`src/hw/rtl/srm_pkg.sv`:
```
// ----------------------------------------------------------------------------
// srm_pkg
// Shared types and constants for the stereo linear resample mixer.
// ----------------------------------------------------------------------------
`default_nettype none

package srm_pkg;

    // item commands
    typedef enum logic [1:0] {
        CMD_PUSH  = 2'd0,
        CMD_MIX   = 2'd1,
        CMD_CLEAR = 2'd2
    } cmd_t;

    // configuration register indexes
    typedef enum logic [0:0] {
        REG_STEP_SIZE = 1'b0,
        REG_VOLUME    = 1'b1
    } cfg_reg_t;

    localparam int STEP_W   = 18;
    localparam int VOLUME_W = 8;
    localparam int SAMPLE_W = 16;
    localparam int PHASE_W  = 16;
    localparam int OWED_W   = 3;
    localparam int CFG_W    = 18;

    localparam logic [STEP_W-1:0]   STEP_RESET   = 18'd90203;
    localparam logic [VOLUME_W-1:0] VOLUME_RESET = 8'd0;
    localparam logic [OWED_W-1:0]   OWED_PRIMED  = 3'd2;
    localparam logic [OWED_W-1:0]   OWED_MAX     = 3'd7;

    // rounding bias for the divide by 255, and ceil(2^31 / 255)
    localparam logic [22:0] ROUND_BIAS = 23'd127;
    localparam logic [23:0] RECIP_255  = 24'h808081;

    localparam logic signed [17:0] SAMPLE_MAX = 18'sd32767;
    localparam logic signed [17:0] SAMPLE_MIN = -18'sd32768;

    // per-cycle stage control shared by both lanes
    typedef struct packed {
        logic take;     // input transaction loads stage 1
        logic advance;  // stage 1 item is processed this cycle
        cmd_t cmd;      // command held in stage 1
    } srm_lane_ctl_t;

endpackage

`default_nettype wire

```
`src/hw/rtl/srm_lane.sv`:
```
// ----------------------------------------------------------------------------
// srm_lane
// One audio channel: volume scaling, two-frame window, interpolation and
// saturating mix.
// ----------------------------------------------------------------------------
`default_nettype none

module srm_lane (
    input  wire                          aclk,
    input  wire                          aresetn,
    input  srm_pkg::srm_lane_ctl_t       ctl,
    input  wire logic signed [15:0]      sample_in,
    input  wire logic [7:0]              volume,
    input  wire logic [15:0]             phase,
    output logic signed [15:0]           mixed_out
);
    import srm_pkg::*;

    // stage 1
    logic signed [23:0] s1_prod_reg;
    logic signed [23:0] s1_prod_next;
    logic signed [15:0] s1_base_reg;

    // window
    logic signed [15:0] older_reg;
    logic signed [15:0] newer_reg;
    logic signed [15:0] older_next;
    logic signed [15:0] newer_next;

    // stage 2
    logic signed [33:0] s2_prod_reg;
    logic signed [33:0] s2_prod_next;
    logic signed [15:0] s2_older_reg;
    logic signed [15:0] s2_base_reg;

    logic signed [23:0] samp_ext;
    logic signed [23:0] vol_ext;
    logic               prod_neg;
    logic [23:0]        prod_abs;
    logic [22:0]        biased;
    logic [46:0]        quot_wide;
    logic [15:0]        quot;
    logic signed [15:0] scaled;
    logic signed [16:0] diff;
    logic signed [16:0] lerp_step;
    logic signed [17:0] mix_sum;

    // push: s * volume, formed on the incoming sample
    assign samp_ext     = 24'(sample_in);
    assign vol_ext      = $signed({16'd0, volume});
    assign s1_prod_next = samp_ext * vol_ext;

    // (|p| + 127) / 255 by reciprocal, exact for |p| below 2^23
    assign prod_neg  = s1_prod_reg[23];
    assign prod_abs  = prod_neg ? 24'(-s1_prod_reg) : 24'(s1_prod_reg);
    assign biased    = prod_abs[22:0] + ROUND_BIAS;
    assign quot_wide = 47'(biased) * 47'(RECIP_255);
    assign quot      = quot_wide[46:31];
    assign scaled    = $signed(prod_neg ? 16'd0 - quot : quot);

    // mix: (newer - older) * phase, floor taken in the next stage
    assign diff         = 17'(newer_reg) - 17'(older_reg);
    assign s2_prod_next = 34'(diff) * $signed({18'd0, phase});

    always_comb begin
        older_next = older_reg;
        newer_next = newer_reg;
        if (ctl.advance) begin
            case (ctl.cmd)
                CMD_PUSH: begin
                    older_next = newer_reg;
                    newer_next = scaled;
                end
                CMD_CLEAR: begin
                    older_next = '0;
                    newer_next = '0;
                end
                default: begin
                    older_next = older_reg;
                    newer_next = newer_reg;
                end
            endcase
        end
    end

    always_ff @(posedge aclk) begin
        if (!aresetn) begin
            older_reg <= '0;
            newer_reg <= '0;
        end else begin
            older_reg <= older_next;
            newer_reg <= newer_next;
        end
    end

    always_ff @(posedge aclk) begin
        if (ctl.take) begin
            s1_prod_reg <= s1_prod_next;
            s1_base_reg <= sample_in;
        end
        if (ctl.advance && ctl.cmd == CMD_MIX) begin
            s2_prod_reg  <= s2_prod_next;
            s2_older_reg <= older_reg;
            s2_base_reg  <= s1_base_reg;
        end
    end

    // arithmetic shift is the floor for both signs
    assign lerp_step = s2_prod_reg[32:16];
    assign mix_sum   = 18'(s2_older_reg) + 18'(lerp_step) + 18'(s2_base_reg);

    always_comb begin
        if (mix_sum > SAMPLE_MAX) begin
            mixed_out = SAMPLE_MAX[15:0];
        end else if (mix_sum < SAMPLE_MIN) begin
            mixed_out = SAMPLE_MIN[15:0];
        end else begin
            mixed_out = mix_sum[15:0];
        end
    end

endmodule

`default_nettype wire

```
`src/hw/rtl/stereo_linear_resample_mixer.sv`:
```
// ----------------------------------------------------------------------------
// stereo_linear_resample_mixer
// Stereo linear-interpolating rate converter and mixer with volume scaling.
// ----------------------------------------------------------------------------
// channel   direction  handshake              payload
// s_        in         s_valid / s_ready      s_command, s_left_value, s_right_value
// m_        out        m_valid / m_ready      m_mixed_left, m_mixed_right,
//                                             m_frames_owed, m_underrun
// cfg_      in         cfg_valid / cfg_ready  cfg_index, cfg_data
//
// one transaction per cycle sustained while s_ready is high; a mix result
// is registered behind the scale multiply, the interpolation multiply and the
// output register. window, phase and owed count update in stage 1 in order.
// reset: synchronous, restores register defaults, empties the window, two
// frames owed. s_ready drops only when a mix waits in stage 1 behind a full
// stage 2 and an untaken result.
// ----------------------------------------------------------------------------
`default_nettype none

module stereo_linear_resample_mixer (
    input  wire                          aclk,
    input  wire                          aresetn,

    input  wire                          s_valid,
    output logic                         s_ready,
    input  wire logic [1:0]              s_command,
    input  wire logic signed [15:0]      s_left_value,
    input  wire logic signed [15:0]      s_right_value,

    output logic                         m_valid,
    input  wire                          m_ready,
    output logic signed [15:0]           m_mixed_left,
    output logic signed [15:0]           m_mixed_right,
    output logic [2:0]                   m_frames_owed,
    output logic                         m_underrun,

    input  wire                          cfg_valid,
    output logic                         cfg_ready,
    input  wire logic [0:0]              cfg_index,
    input  wire logic [17:0]             cfg_data
);
    import srm_pkg::*;

    logic [STEP_W-1:0]   step_size_reg;
    logic [VOLUME_W-1:0] volume_reg;

    logic                r1_valid_reg;
    logic                r1_valid_next;
    cmd_t                r1_cmd_reg;

    logic [PHASE_W-1:0]  phase_reg;
    logic [PHASE_W-1:0]  phase_next;
    logic [OWED_W-1:0]   owed_reg;
    logic [OWED_W-1:0]   owed_next;

    logic                r2_valid_reg;
    logic                r2_valid_next;
    logic [OWED_W-1:0]   r2_owed_reg;
    logic                r2_under_reg;

    logic                m_valid_reg;
    logic                m_valid_next;
    logic signed [15:0]  m_left_reg;
    logic signed [15:0]  m_right_reg;
    logic [OWED_W-1:0]   m_owed_reg;
    logic                m_under_reg;

    logic                take;
    logic                out_free;
    logic                r2_free;
    logic                adv1;
    logic                adv2;
    logic                mix_adv;
    logic [18:0]         phase_acc;
    logic [3:0]          owed_sum;
    logic signed [15:0]  lane_left;
    logic signed [15:0]  lane_right;
    srm_lane_ctl_t       lane_ctl;

    // configuration
    assign cfg_ready = 1'b1;

    always_ff @(posedge aclk) begin
        if (!aresetn) begin
            step_size_reg <= STEP_RESET;
            volume_reg    <= VOLUME_RESET;
        end else if (cfg_valid) begin
            case (cfg_reg_t'(cfg_index))
                REG_STEP_SIZE: step_size_reg <= cfg_data[STEP_W-1:0];
                REG_VOLUME:    volume_reg    <= cfg_data[VOLUME_W-1:0];
                default:       step_size_reg <= step_size_reg;
            endcase
        end
    end

    // pipeline flow
    assign out_free = !m_valid_reg || m_ready;
    assign adv2     = r2_valid_reg && out_free;
    assign r2_free  = !r2_valid_reg || out_free;
    assign adv1     = r1_valid_reg && (r1_cmd_reg != CMD_MIX || r2_free);
    assign mix_adv  = adv1 && r1_cmd_reg == CMD_MIX;
    assign s_ready  = !r1_valid_reg || adv1;
    assign take     = s_valid && s_ready;

    assign r1_valid_next = take ? 1'b1 : (adv1 ? 1'b0 : r1_valid_reg);
    assign r2_valid_next = mix_adv ? 1'b1 : (adv2 ? 1'b0 : r2_valid_reg);
    assign m_valid_next  = adv2 ? 1'b1 : (m_ready ? 1'b0 : m_valid_reg);

    // phase and owed count
    assign phase_acc = 19'(phase_reg) + 19'(step_size_reg);
    assign owed_sum  = 4'(owed_reg) + 4'(phase_acc[18:16]);

    always_comb begin
        phase_next = phase_reg;
        owed_next  = owed_reg;
        if (adv1) begin
            case (r1_cmd_reg)
                CMD_PUSH: begin
                    if (owed_reg != '0) begin
                        owed_next = owed_reg - 3'd1;
                    end
                end
                CMD_MIX: begin
                    phase_next = phase_acc[PHASE_W-1:0];
                    owed_next  = (owed_sum > 4'(OWED_MAX)) ? OWED_MAX : owed_sum[OWED_W-1:0];
                end
                CMD_CLEAR: begin
                    phase_next = '0;
                    owed_next  = OWED_PRIMED;
                end
                default: begin
                    phase_next = phase_reg;
                    owed_next  = owed_reg;
                end
            endcase
        end
    end

    always_ff @(posedge aclk) begin
        if (!aresetn) begin
            r1_valid_reg <= 1'b0;
            r2_valid_reg <= 1'b0;
            m_valid_reg  <= 1'b0;
            phase_reg    <= '0;
            owed_reg     <= OWED_PRIMED;
        end else begin
            r1_valid_reg <= r1_valid_next;
            r2_valid_reg <= r2_valid_next;
            m_valid_reg  <= m_valid_next;
            phase_reg    <= phase_next;
            owed_reg     <= owed_next;
        end
    end

    always_ff @(posedge aclk) begin
        if (take) begin
            r1_cmd_reg <= cmd_t'(s_command);
        end
        if (mix_adv) begin
            r2_owed_reg  <= owed_next;
            r2_under_reg <= (owed_reg != '0);
        end
        if (adv2) begin
            m_left_reg  <= lane_left;
            m_right_reg <= lane_right;
            m_owed_reg  <= r2_owed_reg;
            m_under_reg <= r2_under_reg;
        end
    end

    assign lane_ctl.take    = take;
    assign lane_ctl.advance = adv1;
    assign lane_ctl.cmd     = r1_cmd_reg;

    srm_lane u_lane_left (
        .aclk      (aclk),
        .aresetn   (aresetn),
        .ctl       (lane_ctl),
        .sample_in (s_left_value),
        .volume    (volume_reg),
        .phase     (phase_reg),
        .mixed_out (lane_left)
    );

    srm_lane u_lane_right (
        .aclk      (aclk),
        .aresetn   (aresetn),
        .ctl       (lane_ctl),
        .sample_in (s_right_value),
        .volume    (volume_reg),
        .phase     (phase_reg),
        .mixed_out (lane_right)
    );

    assign m_valid       = m_valid_reg;
    assign m_mixed_left  = m_left_reg;
    assign m_mixed_right = m_right_reg;
    assign m_frames_owed = m_owed_reg;
    assign m_underrun    = m_under_reg;

`ifndef ASSERT_OFF
    // a result only appears when stage 2 held a mix
    a_out_from_stage2: assert property (@(posedge aclk) disable iff (!aresetn)
        $rose(m_valid_reg) |-> $past(r2_valid_reg))
        else $error("result without a mix in stage 2");

    // only a blocked mix can hold the input off
    a_stall_only_mix: assert property (@(posedge aclk) disable iff (!aresetn)
        (r1_valid_reg && !s_ready) |-> (r1_cmd_reg == CMD_MIX && !r2_free))
        else $error("input stalled without a blocked mix");

    // clear primes the window
    a_clear_primes: assert property (@(posedge aclk) disable iff (!aresetn)
        (adv1 && r1_cmd_reg == CMD_CLEAR) |=> (owed_reg == OWED_PRIMED && phase_reg == '0))
        else $error("clear did not prime the window");

    // a push pays one owed frame
    a_push_pays: assert property (@(posedge aclk) disable iff (!aresetn)
        (adv1 && r1_cmd_reg == CMD_PUSH && owed_reg != '0)
            |=> (owed_reg == $past(owed_reg) - 3'd1))
        else $error("push did not pay an owed frame");

    // stage 2 holds its mix while the result waits
    a_stage2_holds: assert property (@(posedge aclk) disable iff (!aresetn)
        (r2_valid_reg && m_valid_reg && !m_ready) |=> r2_valid_reg)
        else $error("stage 2 mix lost under stall");
`endif

endmodule

`default_nettype wire

```
`config.mk`:
```
export PLATFORM = sky130hd
export DESIGN_NAME = stereo_linear_resample_mixer
export DESIGN_NICKNAME = d
export VERILOG_FILES = /design/src/hw/rtl/srm_pkg.sv /design/src/hw/rtl/srm_lane.sv /design/src/hw/rtl/stereo_linear_resample_mixer.sv
export SDC_FILE = /design/constraint.sdc
export NUM_CORES = 2
export LEC_CHECK = 0
export BUFFER_PORTS_ARGS = -buffer_cell sky130_fd_sc_hd__clkbuf_2
export CORE_MARGIN = 8
export CORE_UTILIZATION = 50
export CTS_CLUSTER_SIZE = 8
export DETAILED_ROUTE_END_ITERATION = 10
export HOLD_SLACK_MARGIN = 0.15
export PLACE_DENSITY = 0.74
export SLEW_MARGIN = 30
export SYNTH_ARGS = -nofsm -noshare
export SYNTH_HDL_FRONTEND = slang
export SYNTH_SLANG_ARGS = --single-unit
```
`constraint.sdc`:
```
create_clock -name aclk -period 29.3 [get_ports aclk]
set_input_delay 1.465 -clock aclk [delete_from_list [all_inputs] [get_ports aclk]]
set_output_delay 1.465 -clock aclk [all_outputs]
set_load 0.01 [all_outputs]
```
# Yosys cells after proc, flatten, opt, wreduce, memory -nomap -nowiden
# Index checks and enable logic that the tools add are counted.
[word_totals]
register_bits = 364
input_bits = 58
output_inout_bits = 39
elab_cells = 101
[classes]
add_sub_neg = 15
multipliers = 6
n_lt_le_gt_ge = 5
eq_ne = 3
mux = 21
bitwise_logic = 1
n_reduce_logical = 22
[op_table]
columns = ["op", "n"]
rows = [
  ["$pmux W16 S2", 5],
  ["$mul A23 B24 Y47 const B", 2],
  ["$mul A17 B17 Y33", 2],
  ["$mux W16", 4],
  ["$mul A16 B9 Y24", 2],
  ["$add A23 B7 Y23 const B", 2],
  ["$mux W23", 2],
  ["$neg A23 Y23", 2],
  ["$add A16 B17 Y18", 2],
  ["$add A18 B16 Y18", 2],
  ["$gt A18 B16 Y1 const B", 2],
  ["$lt A18 B16 Y1 const B", 2],
  ["$sub A16 B16 Y17", 2],
  ["$sub A1 B16 Y16 const A", 2],
  ["$add A16 B18 Y19", 1],
  ["$reduce_bool A2 Y1", 5],
  ["$mux W3", 3],
  ["$pmux W3 S3", 1],
  ["$reduce_and A2 Y1", 4],
  ["$mux W1", 6],
  ["$add A3 B3 Y4", 1],
  ["$gt A4 B3 Y1 const B", 1],
  ["$logic_and A1 B1 Y1", 4],
  ["$logic_or A1 B1 Y1", 4],
  ["8 further kinds", 10],
]

# Logic depth before layout (Yosys ltp)
[depth]
word_depth = 8
ltp_mapped = 39
ltp_nobuf = 38

# By module
# Synthesis repeated with hierarchy kept, for this count alone.
[unflattened]
cells_unflattened = 5893
hier_area_um2 = 54513.5
[by_module_without_submodules]
columns = ["module", "n_inst", "cells_per_inst", "area_per_inst_um2", "seq_area_each_um2"]
rows = [
  ["srm_lane at u_lane_left", 1, 2792, 25429.4, 3313.2],
  ["srm_lane at u_lane_right", 1, 2703, 24933.9, 3313.2],
  ["stereo_linear_resample_mixer", 1, 398, 4150.2, 2222.1],
]

# Worst setup path after synthesis
# No wires, ideal clock.
[synth_timing]
path_kind = "register to register"
from = "register u_lane_right.older_reg[1]"
to = "register u_lane_right.s2_prod_reg[32], data pin"
setup_time_ns = 0.266
arrival_ns = 9.106
required_time_ns = 29.034
slack_ns = 19.928
path_stages_with_launch = 38
path_buffers = 2
synth_period_minus_slack_ns = 9.372
path_cell_list = "dfxtp_1 > inv_1 > ha_1 > nor2b_1 > o21ai_0 > a21boi_0 > o21ai_0 > a21boi_0 > o21ai_0 > a21boi_0 > o21ai_0 > a21boi_0 > o21a_1 > o2111a_1 > clkbuf_1 > a211oi_1 > clkbuf_1 > nand3_1 > [2 not listed] > fa_1 > inv_1 > fa_1 > inv_1 > fa_1 > inv_1 > fa_1 > inv_1 > fa_1 > ha_1 > o21a_1 > a2111oi_0 > o311ai_0 > a21boi_0 > o21ai_0 > and2_1 > o41ai_1 > xnor2_1"
[synth_via]
elab_chain_len = 2
[synth_lines]
columns = ["element", "line", "rtl"]
rows = [
  ["start, declared", "srm_lane.sv:25", "logic signed [15:0] older_reg;"],
  ["start signal, assigned", "srm_lane.sv:91", "older_reg <= older_next;"],
  ["$sub A16 B16 Y17", "srm_lane.sv:62", "assign diff = 17'(newer_reg) - 17'(older_reg);"],
  ["$mul A17 B17 Y33", "srm_lane.sv:63", "assign s2_prod_next = 34'(diff) * $signed({18'd0, phase});"],
  ["named net u_lane_right.s2_prod_next[32]", "srm_lane.sv:32", "logic signed [33:0] s2_prod_next;"],
  ["end signal, assigned", "srm_lane.sv:102", "s2_prod_reg <= s2_prod_next;"],
  ["end, declared", "srm_lane.sv:31", "logic signed [33:0] s2_prod_reg;"],
]
# The timed path passes the listed nets, and every way through them passes these cells.
# A chain may end at the register's enable or synchronous reset.

# Worst setup path in the final report
[layout_timing]
from = "register u_lane_left.newer_reg[0]"
to = "register u_lane_left.s2_prod_reg[32], data pin"
[layout_via]
elab_chain_len = 2
[layout_lines]
columns = ["element", "line", "rtl"]
rows = [
  ["start, declared", "srm_lane.sv:26", "logic signed [15:0] newer_reg;"],
  ["start signal, assigned", "srm_lane.sv:92", "newer_reg <= newer_next;"],
  ["$sub A16 B16 Y17", "srm_lane.sv:62", ""],
  ["$mul A17 B17 Y33", "srm_lane.sv:63", ""],
  ["named net u_lane_left.s2_prod_next[32]", "srm_lane.sv:32", ""],
  ["end signal, assigned", "srm_lane.sv:102", ""],
  ["end, declared", "srm_lane.sv:31", ""],
]
# The timed path passes the listed nets, and every way through them passes these cells.

==> metrics.yaml <==
worst_setup_path:
  arrival_ns: 10.71
  timing.rr.end: "u_lane_left.s2_prod_reg[32]$_DFFE_PP_"
  crit_path_start_kind: "register"
  max_stage_delay_ns: 0.56
  r2r_cells: 34
  slowest_stage: "fa_1"
  worstSetupEndpoint: "u_lane_left.s2_prod_reg[32]$_DFFE_PP_"
  cp_data_required_time_ns: 29.63
  cp_common_cell: "fa_1"
  r2r_slack_ns: 18.92
  criticalPathCategory: "register to register"
  r2r-start: "u_lane_left.newer_reg[0]$_SDFFE_PN0P_"
  cp-startpoint: "u_lane_left.newer_reg[0]$_SDFFE_PN0P_"
  cp-end-kind: "register"
  cp_max_fo: 11
drt:
  ant_nets: 0
  drt_iter0_drc: 2614
  first_pass_iters: 8
  wl_mm: 135
  vias: 41500
  wl_per_cell_um: 18.2
  viasPerCell: 5.61
  drc: 0
clock_tree:
  cts_hold_buf: 0
  post_cts_buffers: 0
  root_buffer: "clkbuf_16"
  cts_made_buffers: 48
  clk_pin_slew_worst_paths_ns: 0.05
  clock_latency_ns: 0.60
  h-tree-depth: 2
  cts_resized: 0
  cts_sinks: 332
  cts_tree: "built"
  clockBufferDepth: 3
finish:
  area_growth_pct: 6.06
  fin_nets: 7426
  stdcell_count: 7405
  fill_cells: 9684
  layout-drive-gt1-share_pct: 4.64
  final_common_cell: "inv_1"
  layout_common_cells: "inv_1, fa_1, nand2_1"
sta:
  worst_pin_slew_ns: 1.08
  fin_skew_ns: 0.0233
  rsz0062_at_grt: "false"
  fin_crit_ns: 10.38
  period_share_pct: 35.4
  finalHoldViolCount: 0
  fmax_mhz: 96.3
  setup_violations: 0
  setup-tns-final_ns: 0
  relSlewSlack_pct: 27.6
  slew_viol_final: 0
power_and_ir_drop:
  power_switching_w: 0.00273
  finalPower_w: 0.00502
  ir_drop_mv: 0.107
  p_comb_share_pct: 77.2
  seq_power_share_pct: 12.1
  clkPwrFrac_pct: 10.7
  p_leak_nw: 26.4
  power.density_nw_per_um2: 86.5
  p_sw_share_pct: 54.4
  internal-power_w: 0.00229
die:
  io_pins: 97
  initial_core_util_pct: 50.3
  core-area_um2: 109000
  dieArea_um2: 120000
  chipWidth_um: 347
  die_h_um: 347
  num_rows: 121
global_routing:
  grt_usage_pct: 22.5
  grt_overflow_total: 0
  grt_antenna_before_repair: 3
  grt_max_degree: 86
  grt_pass1_vias: 43200
  grt_pass1_wl_mm: 224
placed_design:
  dp_hpwl_mm: 107
  io_buffers: 95
  post-place-cells: 7319
  gp_routability_congestion: 0.927
min_path:
  hold_class: "register to register"
yosys:
  syn_area_um2: 54700
  synth_seq_cells: 332
  ys_seq_area_share_pct: 16.2
  syn_inst: 5987
  yosys_warnings: 0
  synth_ff_type: "edfxtp_1"
  synth_edf_count: 220
  syn_nets: 7458
  synth_cell_types: 95
  async_flop_share_pct: 0
  synth_area_per_cell_um2: 9.13
status:
  status: "finished, final reports clean"
flow_run:
  max_cap_violations: 0
-- per-stage QoR --
stage	hold slack, ns	utilization [%]	area [µm²]	setup WS, ns
2_1_floorplan	0.400	-	54700	19.93
3_3_place_gp	0.400	52.0	56500	19.55
4_1_cts	0.415	53.3	58000	19.06
5_1_grt	0.421	53.4	58000	18.28
6_report	0.415	53.4	58000	18.92
3_5_place_dp	0.405	52.0	56600	19.14
-- final cells by class --
type / instances / area (µm²) / area share [%]
Clock inverter: 4 / 75.1 / 0.129
Sequential cell: 332 / 8850 / 15.3
Tap cell: 1414 / 1770 / 3.05
Timing Repair Buffer: 160 / 971 / 1.67
Multi-Input combinational cell: 4312 / 40800 / 70.4
Clock buffer: 81 / 1360 / 2.34
Antenna cell: 1 / 2.50 / 0.00431
Inverter: 1101 / 4130 / 7.12
-- synthesized netlist by cell type (8+ instances only) --
library cell | number | share of area (%)
a2111oi_0 | 15 | 0.24
a211oi_1 | 24 | 0.33
a21boi_0 | 26 | 0.36
a21o_1 | 82 | 1.1
a21oi_1 | 249 | 2.3
a22oi_1 | 24 | 0.33
a31oi_1 | 23 | 0.26
and2_1 | 364 | 4.2
and3_1 | 60 | 0.69
buf_1 | 11 | 0.075
clkbuf_1 | 225 | 1.5
dfxtp_1 | 112 | 4.1
edfxtp_1 | 220 | 12
fa_1 | 814 | 30
ha_1 | 599 | 14
inv_1 | 1099 | 7.5
nand2_1 | 603 | 4.1
nand2b_1 | 27 | 0.31
nand3_1 | 107 | 0.98
nand4_1 | 20 | 0.23
nand4b_1 | 8 | 0.13
nor2_1 | 246 | 1.7
nor2b_1 | 81 | 0.93
nor3_1 | 48 | 0.44
nor3b_1 | 35 | 0.48
nor4_1 | 23 | 0.26
o2111ai_1 | 14 | 0.22
o211ai_1 | 46 | 0.63
o21a_1 | 18 | 0.25
o21ai_0 | 190 | 1.7
o21bai_1 | 28 | 0.38
o31a_1 | 10 | 0.16
o31ai_1 | 33 | 0.45
o41ai_1 | 14 | 0.22
or2_2 | 20 | 0.23
or3_1 | 20 | 0.23
or4_1 | 42 | 0.58
xnor2_1 | 185 | 3.0
xor2_1 | 79 | 1.3
-- per-layer routing --
metal	wire length, µm	vias to the layer above	global-route usage (%)
met5	13	-	0
met4	4700	2	7.28
met3	8560	264	2.92
met2	63600	1312	37.8
met1	57900	20600	30.1
li1	-	19300	-
-- critical path: cells and delay by family (launching register included) --
family                   cells  cell delay, ns
AO/OA/AOI/OAI               17            4.30
XOR/XNOR                     1            0.14
adder cells (fa/ha/maj)      9            3.93
AND/OR/NAND/NOR              3            0.88
flip-flops                   1            0.31
buffers and inverters        4            0.54
-- logic make-up (layout without fill, tap and decap cells) --
| family | after synthesis | after routing | synth area share [%] |
|---|---|---|---|
| and+or+nand+nor | 1741 | 1741 | 16.1 |
| adders and majority gates | 1413 | 1413 | 43.5 |
| buffers and inverters | 1343 | 1346 | 9.26 |
| AOI/OAI and AO/OA | 885 | 885 | 10.6 |
| DFF | 332 | 332 | 16.2 |
| xor gates and xnor gates | 265 | 265 | 4.26 |
| muxes | 7 | 7 | 0.133 |
| other | 1 | 2 | 0.00686 |
-- power by group through the flow --
stage               combinational (W)  clock, W  sequential, W
finish                        0.00387  0.000537       0.000605
global route                  0.00432  0.000566       0.000609
CTS                           0.00384  0.000548       0.000604
detailed placement            0.00381         0       0.000612
global placement              0.00372         0       0.000611
floorplan                     0.00274         0       0.000594
-- worst min-delay path by stage --
stage                                           start                                     end  slack (ns)  depth (start not counted)
2_1_floorplan                r2_owed_reg[0]$_DFFE_PP_              m_frames_owed[0]$_DFFE_PP_        0.40                          0
3_3_place_gp                 r2_owed_reg[0]$_DFFE_PP_              m_frames_owed[0]$_DFFE_PP_        0.40                          0
3_5_place_dp   u_lane_right.s1_base_reg[10]$_DFFE_PP_  u_lane_right.s2_base_reg[10]$_DFFE_PP_        0.40                          0
4_1_cts        u_lane_right.s1_base_reg[14]$_DFFE_PP_  u_lane_right.s2_base_reg[14]$_DFFE_PP_        0.42                          0
5_1_grt          u_lane_left.s1_base_reg[8]$_DFFE_PP_    u_lane_left.s2_base_reg[8]$_DFFE_PP_        0.42                          0
6_report       u_lane_right.s1_base_reg[10]$_DFFE_PP_  u_lane_right.s2_base_reg[10]$_DFFE_PP_        0.41                          0
(Power assumes the default switching activity.)
